--- config.mk ---
export PLATFORM = sky130hd
export DESIGN_NAME = scc_ram
export DESIGN_NICKNAME = d
export VERILOG_FILES = /design/src/scc_ram.sv
export SDC_FILE = /design/constraint.sdc
export NUM_CORES = 1
export LEC_CHECK = 0
export BUFFER_PORTS_ARGS = -buffer_cell sky130_fd_sc_hd__buf_2
export CORE_UTILIZATION = 40
export DETAILED_ROUTE_END_ITERATION = 7
export PLACE_DENSITY = 0.64
export SLEW_MARGIN = 0
export SYNTH_ARGS = -nofsm -noshare
export SYNTH_HDL_FRONTEND = slang
export SYNTH_SLANG_ARGS = --single-unit
--- constraint.sdc ---
create_clock -name clk -period 2.94 [get_ports clk]
set_clock_uncertainty 0.2 [all_clocks]
set_input_delay 0.441 -clock clk [delete_from_list [all_inputs] [get_ports clk]]
set_output_delay 0.441 -clock clk [all_outputs]
set_load 0.005 [all_outputs]
--- src/scc_ram.sv ---
// generic single write port ram with one registered read port
module scc_ram #(
	parameter int WIDTH = 8,
	parameter int DEPTH = 64
) (
	input  logic                     clk,
	input  logic                     we,
	input  logic [$clog2(DEPTH)-1:0] waddr,
	input  logic [WIDTH-1:0]         wdata,
	input  logic                     re,
	input  logic [$clog2(DEPTH)-1:0] raddr,
	output logic [WIDTH-1:0]         rdata
);

	logic [WIDTH-1:0] mem_q [DEPTH];

	// write port
	always_ff @(posedge clk) begin
		if (we) begin
			mem_q[waddr] <= wdata;
		end
	end

	// registered read, holds while not enabled
	always_ff @(posedge clk) begin
		if (re) begin
			rdata <= mem_q[raddr];
		end
	end

endmodule

# Word level (Yosys, flattened, before mapping)
# Memories as Yosys holds them, arrays and structs flattened. A register that Yosys moved wholly into a read port is not among the register bits.
# Cells that the tools add are included.
dict set report op_classes {
  muxes 2
}
# op count
set op_table {}
lappend op_table {{2-to-1 mux 1 bit} 2}
dict set report word_totals {
  register_bits 0
  mem_bits_rw 512
  input_bits 23
  word_cells 3
  memories 1
}
# name depth word_bits read_ports rd_clocked_by_memory_dff wr line
set mem_list {}
lappend mem_list {mem_q 64 8 1 1 1 15} ;# logic [WIDTH-1:0] mem_q [DEPTH];

# Logic depth before layout (Yosys ltp)
# Gate-level depths: netlist (run 1).
dict set report depth {
  word_depth 2
  ltp_mapped 9
  ltp_nobuf 5
}

# Worst setup path before layout (run 1)
# Ideal clock, no wire load.
dict set report synth_path {
  path_kind {input to register}
  start {input raddr[1]}
  end {register rdata[3] (read register of mem_q) (data pin)}
  arrival_ns 1.981
  slack_ns 0.493
  path_stages 7
  path_buffers 3
  cell_sequence {buf_4 > buf_2 > buf_2 > mux4_2 > mux4_2 > o21ai_1 > o41ai_1}
}
# element line
set synth_lines {}
lappend synth_lines {{start, declared} 11} ;# input logic [$clog2(DEPTH)-1:0] raddr,
lappend synth_lines {{end, declared} 12} ;# output logic [WIDTH-1:0] rdata

==> results of run 1 <==
-- routing by layer --
metal,vias up,part of all wire,wire [um]
li1,4266,-,-
met4,4,0.017,795
met3,59,0.070,3190
met5,-,0.00050,23
met2,338,0.49,22400
met1,5232,0.42,19300
-- flip-flops by register name, summed over array words and instances, names as in the netlist --
name and flops:
rdata 8, mem_q 512
-- synth_stat cells, drive strengths merged (4+ instances only) --
cell	number
nor3	7
mux4	126
a221oi	6
buf	34
clkbuf	17
mux2	13
edfxtp	520
o221ai	8
o21ai	4
nor2b	14
nand2	19
mux2i	23
o22ai	8
nand3	13
nor2	83
nand2b	7
a211oi	4
-- path summary, 6_finish.rpt --
path,to
max,rdata[6]$_DFFE_PP_
min,mem_q[61][3]$_DFFE_PP_
max reg2reg,rdata[6]$_DFFE_PP_
min reg2reg,rdata[0]$_DFFE_PP_
-- layout make-up --
class	count	area share
Antenna cell	1	0.000106
Clock buffer	56	0.0548
Clock inverter	27	0.00959
Multi-Input combinational cell	369	0.183
Sequential cell	520	0.661
Tap cell	672	0.0356
Timing Repair Buffer	164	0.0561
-- cell usage in the layout, fill, tap and decap left out, types with 13 or more instances in the layout --
| master | n |
|---|---|
| sky130_fd_sc_hd__buf_2 | 27 |
| sky130_fd_sc_hd__buf_4 | 122 |
| sky130_fd_sc_hd__clkbuf_16 | 51 |
| sky130_fd_sc_hd__edfxtp_1 | 520 |
| sky130_fd_sc_hd__mux2_2 | 13 |
| sky130_fd_sc_hd__mux2i_1 | 23 |
| sky130_fd_sc_hd__mux4_2 | 126 |
| sky130_fd_sc_hd__nand2_1 | 19 |
| sky130_fd_sc_hd__nand3_1 | 13 |
| sky130_fd_sc_hd__nor2_1 | 83 |
| sky130_fd_sc_hd__nor2b_1 | 14 |
-- critical path: cells and delay by family (launching register included) --
kind | cells | cell delay [ns]
and+or+nand+nor | 1 | 0.37
AOI/OAI and AO/OA | 2 | 0.43
DFF | 1 | 0.35
muxes | 2 | 0.76
-- power groups by stage --
stage	Combinational (mW)	Sequential (mW)	Clock, mW
after floorplan	0.438	8.39	0
after global placement	0.818	8.40	0
after detailed placement	0.832	8.40	0
after CTS	0.835	8.24	6.18
after global routing	0.881	8.24	6.43
final	0.823	8.24	6.08
-- kinds of logic (layout without fill, tap and decap cells) --
family | count (synthesis) | in the layout | synth area share
compound gates | 54 | 54 | 0.0206
mux | 162 | 162 | 0.159
other cells | 0 | 1 | 0
flops | 520 | 520 | 0.771
simple gates | 153 | 153 | 0.0337
buf+inv | 51 | 247 | 0.0156
-- repair_timing --
item	4_1_cts	5_1_grt
resized for setup	0	0
hold buffers	2	0
hold endpoints to repair	4	0
-- metrics by stage --
stage | cells | util | setup slack (ns) | hold WS [ns]
floorplan | 940 | - | 0.493 | 0.340
global placement | 1723 | 0.441 | 0.0242 | 0.495
detailed placement | 1723 | 0.441 | 0.0216 | 0.499
CTS | 1808 | 0.472 | 0.549 | 0.00102
global route | 1808 | 0.472 | 0.516 | 0.0110
finish | 1809 | 0.472 | 0.552 | 0.0316
==> reports/metrics.sh, run 1 <==
DRC=2
COMB_POWER_SHARE=0.054
NETLIST.AREA_LEADER.SHARE=0.771
ANT_NETS=0
FIRST_ITER_VIOLATIONS=936
CRITICAL_PATH.CELL_CHAIN='mux4_2 > mux2_2 > o221a_2 > nor3_1 > o32ai_1'
NUMPORTBUFFERS=30
GP_CONGESTION=0.838
PWR_DENS_nW_PER_UM2=641
NUMBER_OF_H_TREE_LEVELS=2
GRT.TOTAL_USAGE=0.184
YOSYSWARNINGCOUNT=0
FINALNETCOUNT=1128
POST_SYNTH_MAIN_AREA_CONTRIBUTORS='sky130_fd_sc_hd__edfxtp_1 77%, sky130_fd_sc_hd__mux4_2 14%, sky130_fd_sc_hd__nor2_1 1.5%, sky130_fd_sc_hd__mux2i_1 1.1%, sky130_fd_sc_hd__mux2_2 0.72%'
CLK_PATH_BUF_DEPTH=3
CTS_TREE='built'
IO_PINS=31
R2R_SLACK_NS=0.55
GRT_FIRST_PASS_WIRELENGTH_UM=67900
POST-ROUTE-CELL-AREA_SQ_UM=23600
LAYOUT-DRIVE-GT1-SHARE=0.327
CORE_SQ_UM=50100
GRT_BUSIEST_LAYER='met2'
SLEW_VIOL_FINAL=0
IR_DROP_V=0.000416
WORSTHOLDPATHTYPE='in2reg'
POWER_LEAKAGE_nW=7.57
SYN_INST=940
POSTSYNTHREGISTERBITS=520
FINALCRITPERIODSHARE=0.812
DIEWIDTH_UM=227
PERIOD_NEEDED_NS=2.39
AREA_DELTA_SYNTH_FINAL_PCT=16.7
YS.FLOP_TYPE='sky130_fd_sc_hd__edfxtp_1'
VIA_COUNT=9899
GROUTE.LAYER.MET2.USAGE=0.298
SLEW-LIMIT-HEADROOM=0.551
WORSTPATHARRIVAL_NS=2.51
ROUTED_WL_UM=45700
POSTCTSSETUPBUFFERS=0
GRT_MAX_DEGREE=65
SYNTHESIS.AREA_SQ_UM=20200
DRT_PRE_ANTENNA_ITERS=8
SYNTH_CELL_TYPE_COUNT=39
NUM-FILL-CELLS=4192
FLOORPLAN.DIE.HEIGHT_UM=227
ANTENNA_FOUND_INITIAL=2
POWER_SWITCHING_mW=3.17
TNS_NS=0
MAX_FREQ_MHz=419
ASYNC_RESET_FF_FRAC=0
FF_LATCH_AREA_SQ_UM=15600
SETUP_REPAIR_AFTER_GLOBAL_ROUTING_MISSED_ITS_MARGIN='false'
WORSTPATHREQUIRED_NS=3.06
FP.DIEAREA_SQ_UM=51500
MIN-DELAY-START='wdata[3]'
FINAL_COUNT_OF_HOLD_TIMING_VIOLATIONS=0
NET_COUNT_AFTER_SYNTHESIS=963
MAXCAPVIOLATIONS=0
NUMBER_OF_FLOPS_MAPPED_TO_ENABLE_CELLS_BY_YOSYS=520
STARTPOINT='mem_q[29][6]$_DFFE_PP_'
SYNTHDOMINANTAREACELLTYPE='sky130_fd_sc_hd__edfxtp_1'
CRITICAL_PATH_CLASS='reg2reg'
FIRST_GLOBAL_VIAS=10000
HPWL_DETAILED_UM=29800
MULTI_INPUT_COMBINATIONAL_CELL_AREA_SQ_UM=4320
CRITICAL_PATH.REG2REG.STARTPOINT='mem_q[29][6]$_DFFE_PP_'
TIMING.REG2REG.WORST_PATH_DEPTH=5
ROOT_BUFFER='sky130_fd_sc_hd__clkbuf_16'
CLOCK_SINK_TOTAL=520
VIOLATIONS='DRC'
CTS_BUFFERS=50
TIMING_WORST_SLEW_PIN_VALUE_NS=0.672
CTS.CLK_SLEW.WORST_PATHS_NS=0.07
TIMING.CRITICAL_PATH.TO_TYPE='flip-flop'
POWER_FRAC_SEQ=0.544
CLOCK_LATENCY_NS=0.61
FINAL-SETUP-VIOL-COUNT=0
INTERNAL_POWER_mW=12.0
CLOCK_POWER_SHARE=0.401
GRT_REMAINING_OVERFLOW=0
ROUTE.DETAILED.WL_PER_INST_UM=25.2
POST_PLACE_CELL_AREA_SQ_UM=22100
WORSTHOLDPATHCELLS=1
CRIT_PATH_TOP_DELAY_CELL='sky130_fd_sc_hd__mux4_2'
OUTCOME='complete, but fails checks'
GLOBAL_ROUTE.USAGE.MET1=0.261
SYNTH.AVG_CELL_AREA_SQ_UM=21.5
INITIAL_UTILIZATION=0.404
REPORT.POWER.TOTAL_mW=15.1
MET3_USAGE=0.0316
CRIT_PATH_MAX_INCR_DELAY_NS=0.47
HIGHEST_NET_FANOUT_ALONG_THE_WORST_PATH=1
POST_DRT_VIA_CELL_RATIO=5.47
YOSYSSEQAREASHARE=0.771
PLACEMENT_ROWS=82
SWSHARE=0.209
ELEMENT_TYPE_AT_THE_CRITICAL_PATH_START='flip-flop'
Note: power is estimated with default switching activity, not from simulation.
==> inputs of run 2 (changes only) <==
PLACE_DENSITY = 0.66   (was 0.64)
clock period = 1.9 ns   (was 2.94 ns; I/O delays follow)
==> reports/metrics.sh, run 2 (same netlist as run 1, synthesis figures left out) <==
OUTCOME='complete, but fails checks'  # unchanged
VIOLATIONS='DRC, setup timing'  # was DRC
CRIT_PATH_TOP_DELAY_CELL='sky130_fd_sc_hd__mux4_2'  # unchanged
COMB_POWER_SHARE=0.059  # was 0.054
CTS_TREE='built'  # unchanged
REPORT.POWER.TOTAL_mW=23.9  # was 15.1 mW
FINAL-SETUP-VIOL-COUNT=8  # was 0
WORSTHOLDPATHTYPE='in2reg'  # unchanged
DRC=1  # was 2
ROUTE.DETAILED.WL_PER_INST_UM=25.0  # was 25.2 um
LARGEST_REG_FLOPS=512  # unchanged
VIA_COUNT=10200  # was 9899
NUM_ANTENNA_CELLS=0  # was 1
MAXCAPVIOLATIONS=0  # unchanged
FLOORPLAN.DIE.HEIGHT_UM=227  # unchanged
CLOCK_LATENCY_NS=0.59  # was 0.61 ns
POWER_LEAKAGE_nW=7.95  # was 7.57 nW
STARTPOINT='mem_q[12][2]$_DFFE_PP_'  # was mem_q[29][6]$_DFFE_PP_
CTS.CLK_SLEW.WORST_PATHS_NS=0.06  # was 0.07 ns
PLACED_CELLS_INCL_TAPS=1779  # was 1723
NUM-FILL-CELLS=4084  # was 4192
FIRST_GLOBAL_VIAS=10400  # was 10000
WORSTPATHREQUIRED_NS=2.04  # was 3.06 ns
HPWL_DETAILED_UM=30700  # was 29800 um
MAX_FREQ_MHz=460  # was 419 MHz
AREA_DELTA_SYNTH_FINAL_PCT=20.6  # was 16.7%
SETUP_REPAIR_AFTER_GLOBAL_ROUTING_MISSED_ITS_MARGIN='true'  # was false
PRECTSSETUPSLACK_NS=-0.731  # was 0.0216 ns
DRT_PRE_ANTENNA_ITERS=7  # was 8
IO_PINS=31  # unchanged
FINALCRITPERIODSHARE=1.14  # was 0.812
FIRST_ITER_VIOLATIONS=1037  # was 936
NUMPORTBUFFERS=30  # unchanged
GRT_REMAINING_OVERFLOW=0  # unchanged
GRT_MAX_DEGREE=65  # unchanged
ANTENNA_FOUND_INITIAL=2  # unchanged
WORST_R2R_ENDPOINT='rdata[2]$_DFFE_PP_'  # was rdata[6]$_DFFE_PP_
PERIOD_NEEDED_NS=2.17  # was 2.39 ns
CLOCK_SINK_TOTAL=520  # unchanged
POST_DRT_VIA_CELL_RATIO=5.45  # was 5.47
SLEW_VIOL_FINAL=0  # unchanged
POST-ROUTE-WORST-SETUP-SLACK_NS=-0.275  # was 0.552 ns
GRT_FIRST_PASS_WIRELENGTH_UM=69100  # was 67900 um
TIMING.CRITICAL_PATH.TO_TYPE='flip-flop'  # unchanged
CP_COMMON_CELL='sky130_fd_sc_hd__mux4_2'
LAYOUT-DRIVE-GT1-SHARE=0.379  # was 0.327
TIMING_WORST_SLEW_PIN_VALUE_NS=1.18  # was 0.672 ns
FINALNETCOUNT=1184  # was 1128
ROUTED_WL_UM=46800  # was 45700 um
IR_DROP_V=0.000627  # was 0.000416 V
CORE_SQ_UM=50100  # unchanged
SWSHARE=0.208  # was 0.209
CRITICAL_PATH.REG2REG.STARTPOINT='mem_q[12][2]$_DFFE_PP_'  # was mem_q[29][6]$_DFFE_PP_
NUMBER_OF_H_TREE_LEVELS=2  # unchanged
HIGHEST_NET_FANOUT_ALONG_THE_WORST_PATH=1  # unchanged
LAYOUT_TOP_REGISTERS='mem_q (512), rdata (8)'  # unchanged
WORSTPATHARRIVAL_NS=2.32  # was 2.51 ns
DIEWIDTH_UM=227  # unchanged
FINAL_CORE_UTILIZATION=0.488  # was 0.472
GP_CONGESTION=0.851  # was 0.838
GRT.TOTAL_USAGE=0.188  # was 0.184
CRITICAL_PATH_CLASS='reg2reg'  # unchanged
LAYOUT_COMMON_CELLS='520 x sky130_fd_sc_hd__edfxtp_1, 163 x sky130_fd_sc_hd__buf_4, 126 x sky130_fd_sc_hd__mux4_2'  # was 520 x sky130_fd_sc_hd__edfxtp_1, 126 x sky130_fd_sc_hd__mux4_2, 122 x sky130_fd_sc_hd__buf_4
INITIAL_UTILIZATION=0.404  # unchanged
TIMING.REG2REG.WORST_PATH_DEPTH=5  # unchanged
CRITPATHCAPTURE='rdata[2]$_DFFE_PP_'  # was rdata[6]$_DFFE_PP_
FINAL_COUNT_OF_HOLD_TIMING_VIOLATIONS=0  # unchanged
ELEMENT_TYPE_AT_THE_CRITICAL_PATH_START='flip-flop'  # unchanged
R2R_SLACK_NS=-0.27  # was 0.55 ns
CLOCK_POWER_SHARE=0.407  # was 0.401
CRITICAL_PATH.CELL_CHAIN='mux4_2 > mux4_2 > nor2_1 > nor3_1 > o2bb2ai_1'  # was mux4_2 > mux2_2 > o221a_2 > nor3_1 > o32ai_1
PLACEMENT_ROWS=82  # unchanged
INTERNAL_POWER_mW=18.9  # was 12.0 mW
ANT_NETS=0  # unchanged
FF_LATCH_AREA_SQ_UM=15600  # unchanged
POWER_FRAC_SEQ=0.534  # was 0.544
FP.DIEAREA_SQ_UM=51500  # unchanged
LARGEST-REGISTER='mem_q'  # unchanged
MULTI_INPUT_COMBINATIONAL_CELL_AREA_SQ_UM=4440  # was 4320 sq um
PWR_DENS_nW_PER_UM2=979  # was 641 nW/um^2
SLEW-LIMIT-HEADROOM=0.211  # was 0.551
CLK_PATH_BUF_DEPTH=3  # unchanged
POWER_SWITCHING_mW=4.98  # was 3.17 mW
CRIT_PATH_MAX_INCR_DELAY_NS=0.53  # was 0.47 ns
FINAL_COMMON_CELL='sky130_fd_sc_hd__edfxtp_1'  # unchanged
ROOT_BUFFER='sky130_fd_sc_hd__clkbuf_16'  # unchanged
CTS_BUFFERS=51  # was 50
FIN_CELLS=1872  # was 1809
==> run 2: changes by cell type in the layout (fill, tap and decap cells not counted), sizes merged <==
cell,before,now
clkinv,22,28
buf,161,216
inv,0,1
diode,1,0
clkbuf,57,58
bufinv,3,4
==> run 2: final cells by class <==
| class | instances | area share |
|---|---|---|
| repair buffers | 219 | 0.0784 |
| clock inverters | 35 | 0.0107 |
| multi-input cells | 369 | 0.182 |
| flip-flops and latches | 520 | 0.640 |
| well taps | 672 | 0.0344 |
| clock buffers | 57 | 0.0549 |
==> run 2: worst max-delay path: cells and delay by family (launching register included) <==
family | cells | cell delay [ns]
compound gates | 1 | 0.13
simple gates | 2 | 0.18
flops | 1 | 0.39
mux | 2 | 1.04
==> run 2: how the worst min path moves through the flow <==
| stage | cells past startpoint | endpoint | from | slack [ns] |
|---|---|---|---|---|
| after floorplan | 0 | mem_q[0][0]$_DFFE_PP_ | wdata[0] | 0.18 |
| after detailed placement | 1 | rdata[1]$_DFFE_PP_ | re | 0.51 |
| final | 1 | mem_q[14][0]$_DFFE_PP_ | wdata[0] | 0.06 |
| after CTS | 1 | mem_q[14][0]$_DFFE_PP_ | wdata[0] | 0.06 |
| after global routing | 1 | mem_q[12][0]$_DFFE_PP_ | wdata[0] | 0.08 |
| after global placement | 1 | rdata[1]$_DFFE_PP_ | re | 0.51 |
==> run 2: metal layers <==
layer,share of wire,GRT usage,wire length [um]
met1,0.43,0.275,20200
met2,0.47,0.294,22200
met3,0.075,0.0288,3520
met4,0.020,0.0520,927
met5,0,0,0
==> run 2: power groups by stage <==
stage / combinational, mW / sequential [mW] / clock [mW]
after floorplan: 0.690 / 13.0 / 0
after global placement: 1.35 / 13.0 / 0
after detailed placement: 1.38 / 13.0 / 0
after CTS: 1.41 / 12.8 / 9.90
after global routing: 1.48 / 12.8 / 10.3
final: 1.40 / 12.8 / 9.73
==> run 2: metrics by stage <==
stage | hold slack (ns) | area (sq um) | setup TNS [ns]
finish | 0.0625 | 24400 | -1.65
global route | 0.0811 | 24400 | -1.94
global placement | 0.507 | 22700 | -5.54
detailed placement | 0.512 | 22700 | -6.90
CTS | 0.0564 | 24400 | -1.67
floorplan | 0.184 | 20300 | -6.69
==> run 2: what timing repair did <==
item / CTS / global route
setup buffers: 0 / 0
endpoints found under the setup margin: 8 / 8
endpoints found under the hold margin: 24 / 0
resized for setup: 18 / 4
hold buffers: 2 / 0
cloned: 0 / 0
pin swaps: 2 / 1
==> inputs of run 3 (changes only) <==
PLACE_DENSITY = not set   (was 0.66)
PLACE_DENSITY_LB_ADDON = 0.12   (was not set)
SLEW_MARGIN = not set   (was 0)
==> reports/metrics.sh, run 3 (same netlist as run 1, synthesis figures left out) <==
VIOLATIONS='setup timing'  # was DRC, setup timing
PERIOD_NEEDED_NS=2.15  # was 2.17 ns
HPWL_DETAILED_UM=32600  # was 30700 um
TIMING.CRITICAL_PATH.TO_TYPE='flip-flop'  # unchanged
WORST_R2R_ENDPOINT='rdata[1]$_DFFE_PP_'  # was rdata[2]$_DFFE_PP_
CRIT_PATH_TOP_DELAY_CELL='sky130_fd_sc_hd__mux4_2'  # unchanged
CRITICAL_PATH.CELL_CHAIN='mux4_2 > mux2_4 > a221oi_2 > buf_4 > o2bb2ai_1'  # was mux4_2 > mux4_2 > nor2_1 > nor3_1 > o2bb2ai_1
LAYOUT_TOP_REGISTERS='mem_q (512), rdata (8)'  # unchanged
MAX_FREQ_MHz=466  # was 460 MHz
CP_NUM_BUF_INV=1  # was 0
ROUTED_WL_UM=49100  # was 46800 um
DRC=0  # was 1
CRITICAL_PATH_CLASS='reg2reg'  # unchanged
FP.DIEAREA_SQ_UM=51500  # unchanged
HIGHEST_NET_FANOUT_ALONG_THE_WORST_PATH=1  # unchanged
TIMING_WORST_SLEW_PIN_VALUE_NS=1.26  # was 1.18 ns
ANT_NETS=0  # unchanged
WORSTPATHREQUIRED_NS=2.05  # was 2.04 ns
FINALCRITPERIODSHARE=1.13  # was 1.14
FINALNETCOUNT=1182  # was 1184
GRT_FIRST_PASS_WIRELENGTH_UM=72200  # was 69100 um
CLOCK_SINK_TOTAL=520  # unchanged
IO_PINS=31  # unchanged
FINAL_COMMON_CELL='sky130_fd_sc_hd__edfxtp_1'  # unchanged
SLEW-LIMIT-HEADROOM=0.163  # was 0.211
PRECTSSETUPSLACK_NS=-0.829  # was -0.731 ns
LARGEST-REGISTER='mem_q'  # unchanged
CLK_PATH_BUF_DEPTH=3  # unchanged
MIN-DELAY-START='wdata[1]'  # was wdata[0]
WHS_ENDPOINT='mem_q[20][1]$_DFFE_PP_'  # was mem_q[14][0]$_DFFE_PP_
CRIT_FAMILY='multiplexers'  # unchanged
SETUP_REPAIR_AFTER_GLOBAL_ROUTING_MISSED_ITS_MARGIN='true'  # unchanged
FIRST_ITER_VIOLATIONS=849  # was 1037
ANTENNA_FOUND_INITIAL=0  # was 2
WORSTPATHARRIVAL_NS=2.30  # was 2.32 ns
VIA_COUNT=9941  # was 10200
POST-ROUTE-WORST-SETUP-SLACK_NS=-0.245  # was -0.275 ns
DRT_PRE_ANTENNA_ITERS=6  # was 7
FIRST_GLOBAL_VIAS=10400  # about the same
NUMBER_OF_H_TREE_LEVELS=2  # unchanged
R2R_SLACK_NS=-0.25  # was -0.27 ns
MAXCAPVIOLATIONS=0  # unchanged
LAYOUT-DRIVE-GT1-SHARE=0.390  # was 0.379
IR_DROP_V=0.000696  # was 0.000627 V
ROOT_BUFFER='sky130_fd_sc_hd__clkbuf_16'  # unchanged
GRT_REMAINING_OVERFLOW=0  # unchanged
FLOORPLAN.DIE.HEIGHT_UM=227  # unchanged
INITIAL_UTILIZATION=0.404  # unchanged
DIEWIDTH_UM=227  # unchanged
WORSTHOLDPATHCELLS=1  # unchanged
NUMPORTBUFFERS=30  # unchanged
CTS_BUFFERS=55  # was 51
CTS.CLK_SLEW.WORST_PATHS_NS=0.06  # about the same
GRT_MAX_DEGREE=65  # unchanged
TNS_NS=-1.61  # was -1.65 ns
POWER_LEAKAGE_nW=8.09  # was 7.95 nW
POST_DRT_VIA_CELL_RATIO=5.30  # was 5.45
CTS_TREE='built'  # unchanged
GRT.TOTAL_USAGE=0.200  # was 0.188
ELEMENT_TYPE_AT_THE_CRITICAL_PATH_START='flip-flop'  # unchanged
SLEW_VIOL_FINAL=0  # unchanged
FINAL_COUNT_OF_HOLD_TIMING_VIOLATIONS=0  # unchanged
FINAL-SETUP-VIOL-COUNT=8  # unchanged
AREA_DELTA_SYNTH_FINAL_PCT=22.1  # was 20.6%
CRIT_PATH_MAX_INCR_DELAY_NS=0.51  # was 0.53 ns
FIN_WORST_HOLD_SLACK_NS=0.0435  # was 0.0625 ns
TIMING.REG2REG.WORST_PATH_DEPTH=5  # unchanged
REPORT.POWER.TOTAL_mW=25.0  # was 23.9 mW
LARGEST_REG_FLOPS=512  # unchanged
GP_CONGESTION=0.802  # was 0.851
WORSTHOLDPATHTYPE='in2reg'  # unchanged
ROUTE.DETAILED.WL_PER_INST_UM=26.1  # was 25.0 um
CLOCK_LATENCY_NS=0.61  # was 0.59 ns
OUTCOME='complete, but fails checks'  # unchanged
CORE_SQ_UM=50100  # unchanged
PLACEMENT_ROWS=82  # unchanged
LAYOUT_COMMON_CELLS='520 x sky130_fd_sc_hd__edfxtp_1, 152 x sky130_fd_sc_hd__buf_4, 126 x sky130_fd_sc_hd__mux4_2'  # was 520 x sky130_fd_sc_hd__edfxtp_1, 163 x sky130_fd_sc_hd__buf_4, 126 x sky130_fd_sc_hd__mux4_2
CRITICAL_PATH.REG2REG.STARTPOINT='mem_q[45][1]$_DFFE_PP_'  # was mem_q[12][2]$_DFFE_PP_
PWR_DENS_nW_PER_UM2=1010  # was 979 nW/um^2
## run 3: metal layers
layer  share of wire  vias to the layer above  track usage  wire (um)
li1                -                     4384            -          -
met1            0.46                     5248        0.292      22600
met2            0.47                      243        0.314      23100
met3           0.047                       66       0.0285       2320
met4           0.022                        0       0.0582       1070
met5               0                        -            0          0
## run 3: timing repair
action / CTS / global route
gates resized for setup: 33 / 0
hold endpoints to repair: 8 / 0
hold buffers: 1 / 0
endpoints found under the setup margin: 8 / 8
pin swaps: 5 / 3
setup buffers: 0 / 0
gates cloned: 0 / 0
## run 3: through the flow
step / cells / area (sq um) / utilization
2_1_floorplan: 940 / 20300 / -
3_3_place_gp: 1773 / 22700 / 0.454
3_5_place_dp: 1773 / 22700 / 0.454
4_1_cts: 1876 / 24700 / 0.494
5_1_grt: 1876 / 24700 / 0.494
6_report: 1877 / 24700 / 0.494
## run 3: worst max-delay path by stage
stage / depth (start not counted) / startpoint / slack, ns / endpoint
3_3_place_gp: 7 / raddr[0] / -0.82 / rdata[4]$_DFFE_PP_
3_5_place_dp: 7 / raddr[0] / -0.83 / rdata[4]$_DFFE_PP_
5_1_grt: 5 / mem_q[0][1]$_DFFE_PP_ / -0.30 / rdata[1]$_DFFE_PP_
4_1_cts: 5 / mem_q[0][1]$_DFFE_PP_ / -0.24 / rdata[1]$_DFFE_PP_
2_1_floorplan: 7 / raddr[0] / -0.27 / rdata[7]$_DFFE_PP_
6_report: 5 / mem_q[45][1]$_DFFE_PP_ / -0.25 / rdata[1]$_DFFE_PP_
## run 3: cell type report
cell class	count	area (sq um)
antenna	1	2.50
fill	4198	25300
clock inverter	42	419
timing repair buffer	213	1940
multi-input combinational	369	4510
tap	672	841
clock buffer	60	1400
sequential	520	15600
## run 3: power by group
group | switching [mW] | leakage [nW] | internal [mW]
clock network | 4.43 | 0.895 | 6.38
registers | 0.0439 | 4.69 | 12.7
logic | 0.811 | 2.51 | 0.631
